**config.mk**
```make
export PLATFORM = sky130hd
export DESIGN_NAME = acwa_ctrl
export DESIGN_NICKNAME = d
export VERILOG_FILES = /design/src/rtl/acwa_pkg.sv /design/src/rtl/acwa_ctrl.sv
export SDC_FILE = /design/constraint.sdc
export NUM_CORES = 1
export LEC_CHECK = 0
export ABC_AREA = 1
export BUFFER_PORTS_ARGS = -buffer_cell sky130_fd_sc_hd__buf_2
export CAP_MARGIN = 40
export CORE_AREA = 2 2 39 41
export CTS_CLUSTER_DIAMETER = 100
export CTS_CLUSTER_SIZE = 16
export DETAILED_ROUTE_END_ITERATION = 10
export DIE_AREA = 0 0 41 43
export PLACE_DENSITY_LB_ADDON = 0.1
export SLEW_MARGIN = 20
export SYNTH_ARGS = -nofsm -noshare
export SYNTH_HDL_FRONTEND = slang
export SYNTH_SLANG_ARGS = --single-unit
```
**constraint.sdc**
```tcl
create_clock -name i_clk -period 1.1 [get_ports i_clk]
set_clock_uncertainty 0.05 [all_clocks]
set_input_delay 0.055 -clock i_clk [delete_from_list [all_inputs] [get_ports i_clk]]
set_output_delay 0.055 -clock i_clk [all_outputs]
set_load 0.05 [all_outputs]
```
**src/rtl/acwa_pkg.sv**
```systemverilog
// ----------------------------------------------------------------------------
// acwa_pkg
// Shared types, constants and helpers of the ARP cache with aging.
// ----------------------------------------------------------------------------
`default_nettype none

package acwa_pkg;

    localparam int TABLE_ENTRIES = 64;
    localparam int IFACE_COUNT   = 16;
    localparam int IDX_W         = $clog2(TABLE_ENTRIES);

    localparam int IFACE_W = 4;
    localparam int IP_W    = 32;
    localparam int MAC_W   = 48;
    localparam int TIME_W  = 32;
    localparam int RETRY_W = 8;
    localparam int CFG_W   = 16;
    localparam int CFGA_W  = 2;
    localparam int IN_DW   = 88;
    localparam int OUT_DW  = 88;

    localparam logic [MAC_W-1:0]   MAC_ONES  = '1;
    localparam logic [RETRY_W-1:0] RETRY_MAX = 8'hff;

    localparam logic [7:0]  MAX_TRIES_RST = 8'd5;
    localparam logic [15:0] DOWN_TIME_RST = 16'd20;
    localparam logic [15:0] KEEP_TIME_RST = 16'd1200;

    // action codes
    typedef enum logic [2:0] {
        ACT_TICK    = 3'd0,
        ACT_LEARN   = 3'd1,
        ACT_RESOLVE = 3'd2,
        ACT_DELHOST = 3'd3,
        ACT_DELALL  = 3'd4
    } t_action;

    // status codes
    typedef enum logic [2:0] {
        ST_RESOLVED = 3'd0,
        ST_PENDING  = 3'd1,
        ST_DOWN     = 3'd2,
        ST_DONE     = 3'd3,
        ST_FULL     = 3'd4
    } t_status;

    // register indexes
    typedef enum logic [CFGA_W-1:0] {
        REG_MAX_TRIES = 2'd0,
        REG_DOWN_TIME = 2'd1,
        REG_KEEP_TIME = 2'd2
    } t_reg;

    typedef enum logic [3:0] {
        S_IDLE, S_SCAN, S_DRAIN, S_DECIDE, S_RD1, S_WR1, S_RD2, S_WR2, S_FIN
    } t_state;

    typedef struct packed {
        logic                 valid;
        logic                 perm;
        logic                 armed;
        logic [IFACE_W-1:0]   iface;
        logic [IP_W-1:0]      ip;
        logic [MAC_W-1:0]     mac;
        logic [TIME_W-1:0]    expiry;
        logic [RETRY_W-1:0]   retries;
    } t_entry;

    localparam int ENTRY_W = $bits(t_entry);

    // controller to datapath
    typedef struct packed {
        logic load;
        logic scan_rd;
        logic rd1;
        logic wr1;
        logic rd2;
        logic wr2;
        logic finish;
    } t_cmd;

    // datapath to controller
    typedef struct packed {
        logic scan_last;
        logic op1;
        logic op2;
        logic out_free;
    } t_sts;

    // true when time a lies strictly before time b (wrapping)
    function automatic logic before_t(input logic [TIME_W-1:0] a,
                                      input logic [TIME_W-1:0] b);
        logic [TIME_W-1:0] d;
        d = b - a;
        return (d != '0) && !d[TIME_W-1];
    endfunction

endpackage

`default_nettype wire

```
**src/rtl/acwa_ctrl.sv**
```systemverilog
// ----------------------------------------------------------------------------
// acwa_ctrl
// Sequencer: table scan, up to two read-modify-write passes, result handoff.
// ----------------------------------------------------------------------------
`default_nettype none

module acwa_ctrl (
    input  wire logic          i_clk,
    input  wire logic          i_rst_n,
    input  wire logic          i_in_valid,
    output logic               o_in_ready,
    input  wire acwa_pkg::t_sts i_sts,
    output acwa_pkg::t_cmd     o_cmd
);
    import acwa_pkg::*;

    t_state r_state, n_state;

    // state register
    always_ff @(posedge i_clk) begin
        if (!i_rst_n) begin
            r_state <= S_IDLE;
        end else begin
            r_state <= n_state;
        end
    end

    // next state and commands
    always_comb begin
        n_state    = r_state;
        o_cmd      = '0;
        o_in_ready = 1'b0;
        case (r_state)
            S_IDLE: begin
                o_in_ready = 1'b1;
                if (i_in_valid) begin
                    o_cmd.load = 1'b1;
                    n_state    = S_SCAN;
                end
            end
            S_SCAN: begin
                o_cmd.scan_rd = 1'b1;
                if (i_sts.scan_last) begin
                    n_state = S_DRAIN;
                end
            end
            S_DRAIN: begin
                n_state = S_DECIDE;
            end
            S_DECIDE: begin
                if (i_sts.op1) begin
                    n_state = S_RD1;
                end else if (i_sts.op2) begin
                    n_state = S_RD2;
                end else begin
                    n_state = S_FIN;
                end
            end
            S_RD1: begin
                o_cmd.rd1 = 1'b1;
                n_state   = S_WR1;
            end
            S_WR1: begin
                o_cmd.wr1 = 1'b1;
                n_state   = i_sts.op2 ? S_RD2 : S_FIN;
            end
            S_RD2: begin
                o_cmd.rd2 = 1'b1;
                n_state   = S_WR2;
            end
            S_WR2: begin
                o_cmd.wr2 = 1'b1;
                n_state   = S_FIN;
            end
            S_FIN: begin
                if (i_sts.out_free) begin
                    o_cmd.finish = 1'b1;
                    n_state      = S_IDLE;
                end
            end
            default: begin
                n_state = S_IDLE;
            end
        endcase
    end

endmodule

`default_nettype wire

```
==> impl_metrics.json, run 1 <==
{
  "cp_common_cell": "buf_6",
  "top_register": "r_state",
  "yosysSeqAreaShare_pct": 24.7,
  "synthToLayoutAreaGrowth_pct": 131,
  "largest_register_ffs": 4,
  "period_needed_ns": 1.24,
  "max-slew-margin-rel_pct": 87.6,
  "ys_ff_latch": 4,
  "grt_use_total_pct": 12.7,
  "top_regs": "r_state x4",
  "yosys.area.top_type_share_pct": 24.7,
  "drt_pass1_iterations": 2,
  "dieArea_mm2": 0.00176,
  "drtIter0Drc": 1,
  "gp_congestion": 0.725,
  "leakagePower_nw": 0.383,
  "path_buf_inv": 2,
  "crit_chain": "buf_6 > nor2_4 > nand2_2 > nor2_2 > buf_6",
  "drive_gt1_share_pct": 60.4,
  "die-height_um": 43,
  "synth_largest_area_cell": "dfxtp_1",
  "postSynthAreaPerCell_um2": 5.31,
  "wl_per_cell_um": 8.56,
  "core_mm2": 0.00138,
  "htree_levels": 1,
  "io_buffers": 14,
  "wl_um": 916,
  "r2r_start": "r_state[3]$_SDFFE_PN0P_",
  "cts_root_buf": "clkbuf_4",
  "grt_pass1_vias": 380,
  "setup_violations": 10,
  "diodes": 0,
  "final-hold-violation-count": 0,
  "endpoint_kind": "output pin",
  "worst_slack_ns": -0.137,
  "ant_nets": 0,
  "start_util_pct": 23.4,
  "power_density_mw_per_mm2": 1430,
  "cpLargestDelayFamily": "flip-flops",
  "r2r-end": "r_state[2]$_SDFFE_PN0P_",
  "ff2ff_setup_slack_ns": -0.05,
  "drv_slew": 0,
  "cp.arrival_ns": 1.13,
  "fp-row-count": 14,
  "outcome": "finished, violations left",
  "ios": 15,
  "clock_latency_ns": 0.23,
  "antenna_found_initial": 0,
  "die-width_um": 41,
  "worst_pin_slew_ns": 0.185,
  "hpwl_um": 766,
  "place_inst": 100,
  "cp-start-kind": "flop",
  "yosys_warnings": 0,
  "finalCritPeriodShare_pct": 112,
  "fmax_mhz": 808,
  "cts_tree": "built",
  "clk_pin_slew_ns": 0.04,
  "cts.sinks": 4,
  "syn_nets": 68,
  "crit_fanout": 4,
  "cap_viol_max_count": 0,
  "hold-path-endpoint": "r_state[2]$_SDFFE_PN0P_",
  "synthTopCellsByArea": "dfxtp_1, nor2_1, inv_1",
  "min_path_type": "in2reg",
  "overflow": 0,
  "num-nets-final": 100,
  "violations": "setup timing",
  "grt_max_degree": 5,
  "rsz0062_at_grt": "yes",
  "grt_pass1_wl_mm": 1.50,
  "drc_errors": 0,
  "numCtsBuffers": 3,
  "slowest_delay_ns": 0.35,
  "hp-start": "i_sts[2]",
  "fin_util_pct": 54.0,
  "worstSetupPathType": "reg2out",
  "synth_cell_types": 9,
  "vias": 463,
  "netlist_area_um2": 324,
  "peakVddDrop_mv": 0.807,
  "slowest_stage": "dfxtp_4",
  "cp.required_ns": 1.00,
  "r2r_cells": 8,
  "via_per_inst": 4.33,
  "clockBufferDepth": 2,
  "min_delay_path_depth": 5,
  "final_cells": 107,
  "synthesis.instances": 61
}
-- final cells by class --
type / count / area (um^2)
clock buffer: 3 / 22.5
fill: 128 / 637
tap: 16 / 20.0
timing repair buffer: 27 / 254
inverter: 16 / 67.6
sequential: 4 / 92.6
multi-input combinational: 41 / 290
-- cells in the final DEF (no fill, tap or decap) --
cell,count
nor2_4,9
nor3_4,1
dfxtp_4,3
nor2_2,2
nand3_1,6
dlygate4sd3_1,1
inv_4,3
o211ai_1,2
nand4_1,2
nand2_4,2
nand3_2,2
clkbuf_4,3
nand2_1,7
buf_2,6
nor2_1,6
inv_1,11
nand2_2,1
inv_2,2
buf_6,9
buf_8,4
dfxtp_2,1
buf_4,7
nor3_1,1
-- cell families (layout without fill, tap and decap cells) --
group           count (synthesis)  after routing  synth area share [%]
flops                           4              4                  24.7
buf+inv                        16             46                  18.5
compound gates                  2              2                  4.63
simple gates                   39             39                  52.1
-- metrics by stage --
stage / TNS, ns / instance area (um^2) / worst slack, ns / hold slack, ns / power, mW
detailed placement: -0.184 / 544 / -0.0447 / 0.245 / 0.693
CTS: -1.00 / 693 / -0.147 / 0.000807 / 1.03
global route: -1.58 / 747 / -0.181 / 0.156 / 1.15
finish: -0.800 / 747 / -0.137 / 0.135 / 1.07
global placement: -0.241 / 544 / -0.0597 / 0.246 / 0.697
floorplan: -0.283 / 387 / -0.106 / 0.103 / 0.532
-- layer usage --
layer  wire [um]  up-vias  GRT usage, %
li1            -      247             -
met1         380      206          15.3
met2         504       10          19.1
met3          31        0          1.57
met4           0        0          10.0
met5           0        -             0
-- cell usage after synthesis --
cell type	instances
dfxtp_1	4
inv_1	16
nand2_1	10
nand3_1	7
nand3_2	1
nand4_1	2
nor2_1	17
nor3_1	2
o211ai_1	2
-- tightest hold or removal path: cells and delay by family --
family                 cells  cell delay, ns
AO/OA/AOI/OAI              1            0.09
buffers and inverters      2            0.13
AND/OR/NAND/NOR            2            0.11
-- where the power goes --
part	switching, mW	leakage [nW]	total, mW	internal, mW
Clock	0.0534	0.0138	0.175	0.122
Combinational	0.385	0.334	0.697	0.311
Sequential	0.0298	0.0352	0.199	0.169
Total	0.469	0.383	1.07	0.602
-- how the worst max path moves through the flow --
stage | start | endpoint | slack [ns] | cells after the start
2_1_floorplan | r_state[0]$_SDFFE_PN0P_ | o_cmd[4] | -0.11 | 3
3_3_place_gp | r_state[0]$_SDFFE_PN0P_ | o_cmd[2] | -0.06 | 5
3_5_place_dp | r_state[0]$_SDFFE_PN0P_ | o_cmd[2] | -0.04 | 5
4_1_cts | r_state[3]$_SDFFE_PN0P_ | o_cmd[2] | -0.15 | 5
5_1_grt | r_state[3]$_SDFFE_PN0P_ | o_cmd[2] | -0.18 | 5
6_report | r_state[3]$_SDFFE_PN0P_ | o_cmd[2] | -0.14 | 5
-- repair_timing --
| action | 4_1_cts | 5_1_grt |
|---|---|---|
| setup endpoints to repair | 10 | 12 |
| pin swaps | 5 | 3 |
| resized for setup | 34 | 12 |
| hold buffers | 0 | 1 |
| buffers inserted | 3 | 0 |
| hold endpoints to repair | 0 | 1 |
(Power assumes the default switching activity.)
==> run 2: changes to the inputs <==
--- a/config.mk
+++ b/config.mk
@@ -14,6 +14,7 @@
 export DETAILED_ROUTE_END_ITERATION = 10
 export DIE_AREA = 0 0 41 43
 export PLACE_DENSITY_LB_ADDON = 0.1
+export REMOVE_ABC_BUFFERS = 1
 export SLEW_MARGIN = 20
 export SYNTH_ARGS = -nofsm -noshare
 export SYNTH_HDL_FRONTEND = slang
==> run 2 against run 1 <==
Against the previous run: the flow still finishes with violations (setup timing); critical path depth did not move; sequential share of layout area rose by 1.1 points; global-route usage rose by 2.0 points; first-iteration DRC count did not move; power fell by 3.2%; combinational power fell by 6.2%; clock power barely moved; via count fell by 1.7%; wire length rose by 10%; cell count fell by 4.7%; worst setup slack improved by 0.0033 ns; non-clock buffer count fell by 5; critical endpoint is now o_cmd[1].
==> impl_metrics.json, run 2 (synthesized netlist as in run 1, its figures left out) <==
{
  "outcome": "finished, violations left",
  "violations": "setup timing",
  "wl_per_cell_um": 9.89,
  "grt_use_total_pct": 14.8,
  "drt_pass1_iterations": 2,
  "hold-path-endpoint": "r_state[2]$_SDFFE_PN0P_",
  "rsz0062_at_grt": "yes",
  "ff_latch_area_um2": 95.1,
  "grt_max_degree": 6,
  "largest_register_ffs": 4,
  "endpoint_kind": "output pin",
  "diodes": 0,
  "grt_pass1_wl_mm": 1.74,
  "ant_nets": 0,
  "slowest_stage": "dfxtp_4",
  "fp-row-count": 14,
  "vias": 455,
  "min_delay_path_depth": 3,
  "num-nets-final": 95,
  "power_density_mw_per_mm2": 1470,
  "peakVddDrop_mv": 0.694,
  "cap_viol_max_count": 0,
  "crit_fanout": 4,
  "gp_congestion": 0.709,
  "final-hold-violation-count": 0,
  "worst_pin_slew_ns": 0.169,
  "r2r-end": "r_state[1]$_SDFFE_PN0P_",
  "leakagePower_nw": 0.360,
  "hold_buffers": 0,
  "drc_errors": 0,
  "ff2ff_setup_slack_ns": -0.01,
  "drtIter0Drc": 1,
  "htree_levels": 1,
  "finalCritPeriodShare_pct": 112,
  "overflow": 0,
  "wl_mm": 1.01,
  "max-slew-margin-rel_pct": 88.7,
  "final_cell_area_um2": 703,
  "final_cell_mix": "inv_1, buf_6, nor2_4",
  "dieArea_mm2": 0.00176,
  "grt_pass1_vias": 447,
  "min_path_type": "in2reg",
  "core_mm2": 0.00138,
  "worst_slack_ns": -0.134,
  "synthToLayoutAreaGrowth_pct": 117,
  "place_area_um2": 459,
  "cts_tree": "built",
  "slowest_delay_ns": 0.39,
  "nFillCells": 145,
  "crit_chain": "inv_4 > nor2_4 > inv_2 > nor2_2 > buf_6",
  "r2r_start": "r_state[1]$_SDFFE_PN0P_",
  "multiInputGateArea_um2": 288,
  "cp.arrival_ns": 1.13,
  "cts_root_buf": "clkbuf_4",
  "clockBufferDepth": 2,
  "drive_gt1_share_pct": 60.5,
  "fmax_mhz": 810,
  "drv_slew": 0,
  "holdWs_ns": 0.0111,
  "clock_latency_ns": 0.23,
  "cp.required_ns": 1.00,
  "cp-start-kind": "flop",
  "top_regs": "r_state x4",
  "hpwl_um": 737,
  "period_needed_ns": 1.23,
  "start_util_pct": 23.4,
  "die-height_um": 43,
  "io_buffers": 14,
  "top_register": "r_state",
  "finalSetupTns_ns": -0.855,
  "clk_pin_slew_ns": 0.04,
  "setup_violations": 9,
  "finalPower_mw": 1.04,
  "cts.sinks": 4,
  "via_per_inst": 4.46,
  "die-width_um": 41,
  "ios": 15,
  "numCtsBuffers": 3,
  "r2r_cells": 8,
  "worstSetupPathType": "reg2out",
  "hp-start": "i_rst_n",
  "antenna_found_initial": 0
}
-- run 2: worst max-delay path: cells and delay by family (launching register included) --
family / cells / cell delay [ns]
AND/OR/NAND/NOR: 2 / 0.21
flip-flops: 1 / 0.39
buffers and inverters: 3 / 0.29
-- run 2: how the worst max path moves through the flow --
stage | from | end | slack, ns | cells past startpoint
floorplan | r_state[0]$_SDFFE_PN0P_ | o_cmd[6] | -0.67 | 3
global placement | r_state[0]$_SDFFE_PN0P_ | o_cmd[6] | -0.07 | 4
detailed placement | r_state[0]$_SDFFE_PN0P_ | o_cmd[6] | -0.06 | 4
CTS | r_state[3]$_SDFFE_PN0P_ | o_cmd[0] | -0.13 | 5
global route | r_state[2]$_SDFFE_PN0P_ | o_cmd[1] | -0.19 | 5
finish | r_state[2]$_SDFFE_PN0P_ | o_cmd[1] | -0.13 | 5
-- run 2: report_power, final --
part / switching [mW] / internal [mW] / leakage, nW
logic: 0.382 / 0.273 / 0.311
clock network: 0.0552 / 0.122 / 0.0138
registers: 0.0349 / 0.170 / 0.0355
total: 0.472 / 0.564 / 0.360
-- run 2: cell type report --
type | count | area share (%)
sequential | 4 | 13.5
multi-input combinational | 41 | 40.9
clock buffer | 3 | 3.20
timing repair buffer | 22 | 29.9
tap | 16 | 2.85
inverter | 16 | 9.61
-- run 2: through the flow --
step                      utilization (%)  setup slack (ns)  cells
after global placement               33.2           -0.0680     97
after CTS                            43.2            -0.128    101
final                                50.8            -0.134    102
after floorplan                         -            -0.675     61
after global routing                 50.8            -0.192    102
after detailed placement             33.2           -0.0599     97
-- run 2: repair_timing --
action	CTS	global route
pin swaps	6	10
setup endpoints to repair	11	12
resized for setup	41	28
setup buffers	1	1
-- run 2: routing by layer --
metal  global-route usage (%)  part of all wire [%]
met4                     6.00                  0.50
met2                     24.7                    56
met5                        0                     0
met3                     4.71                   2.9
met1                     16.1                    40
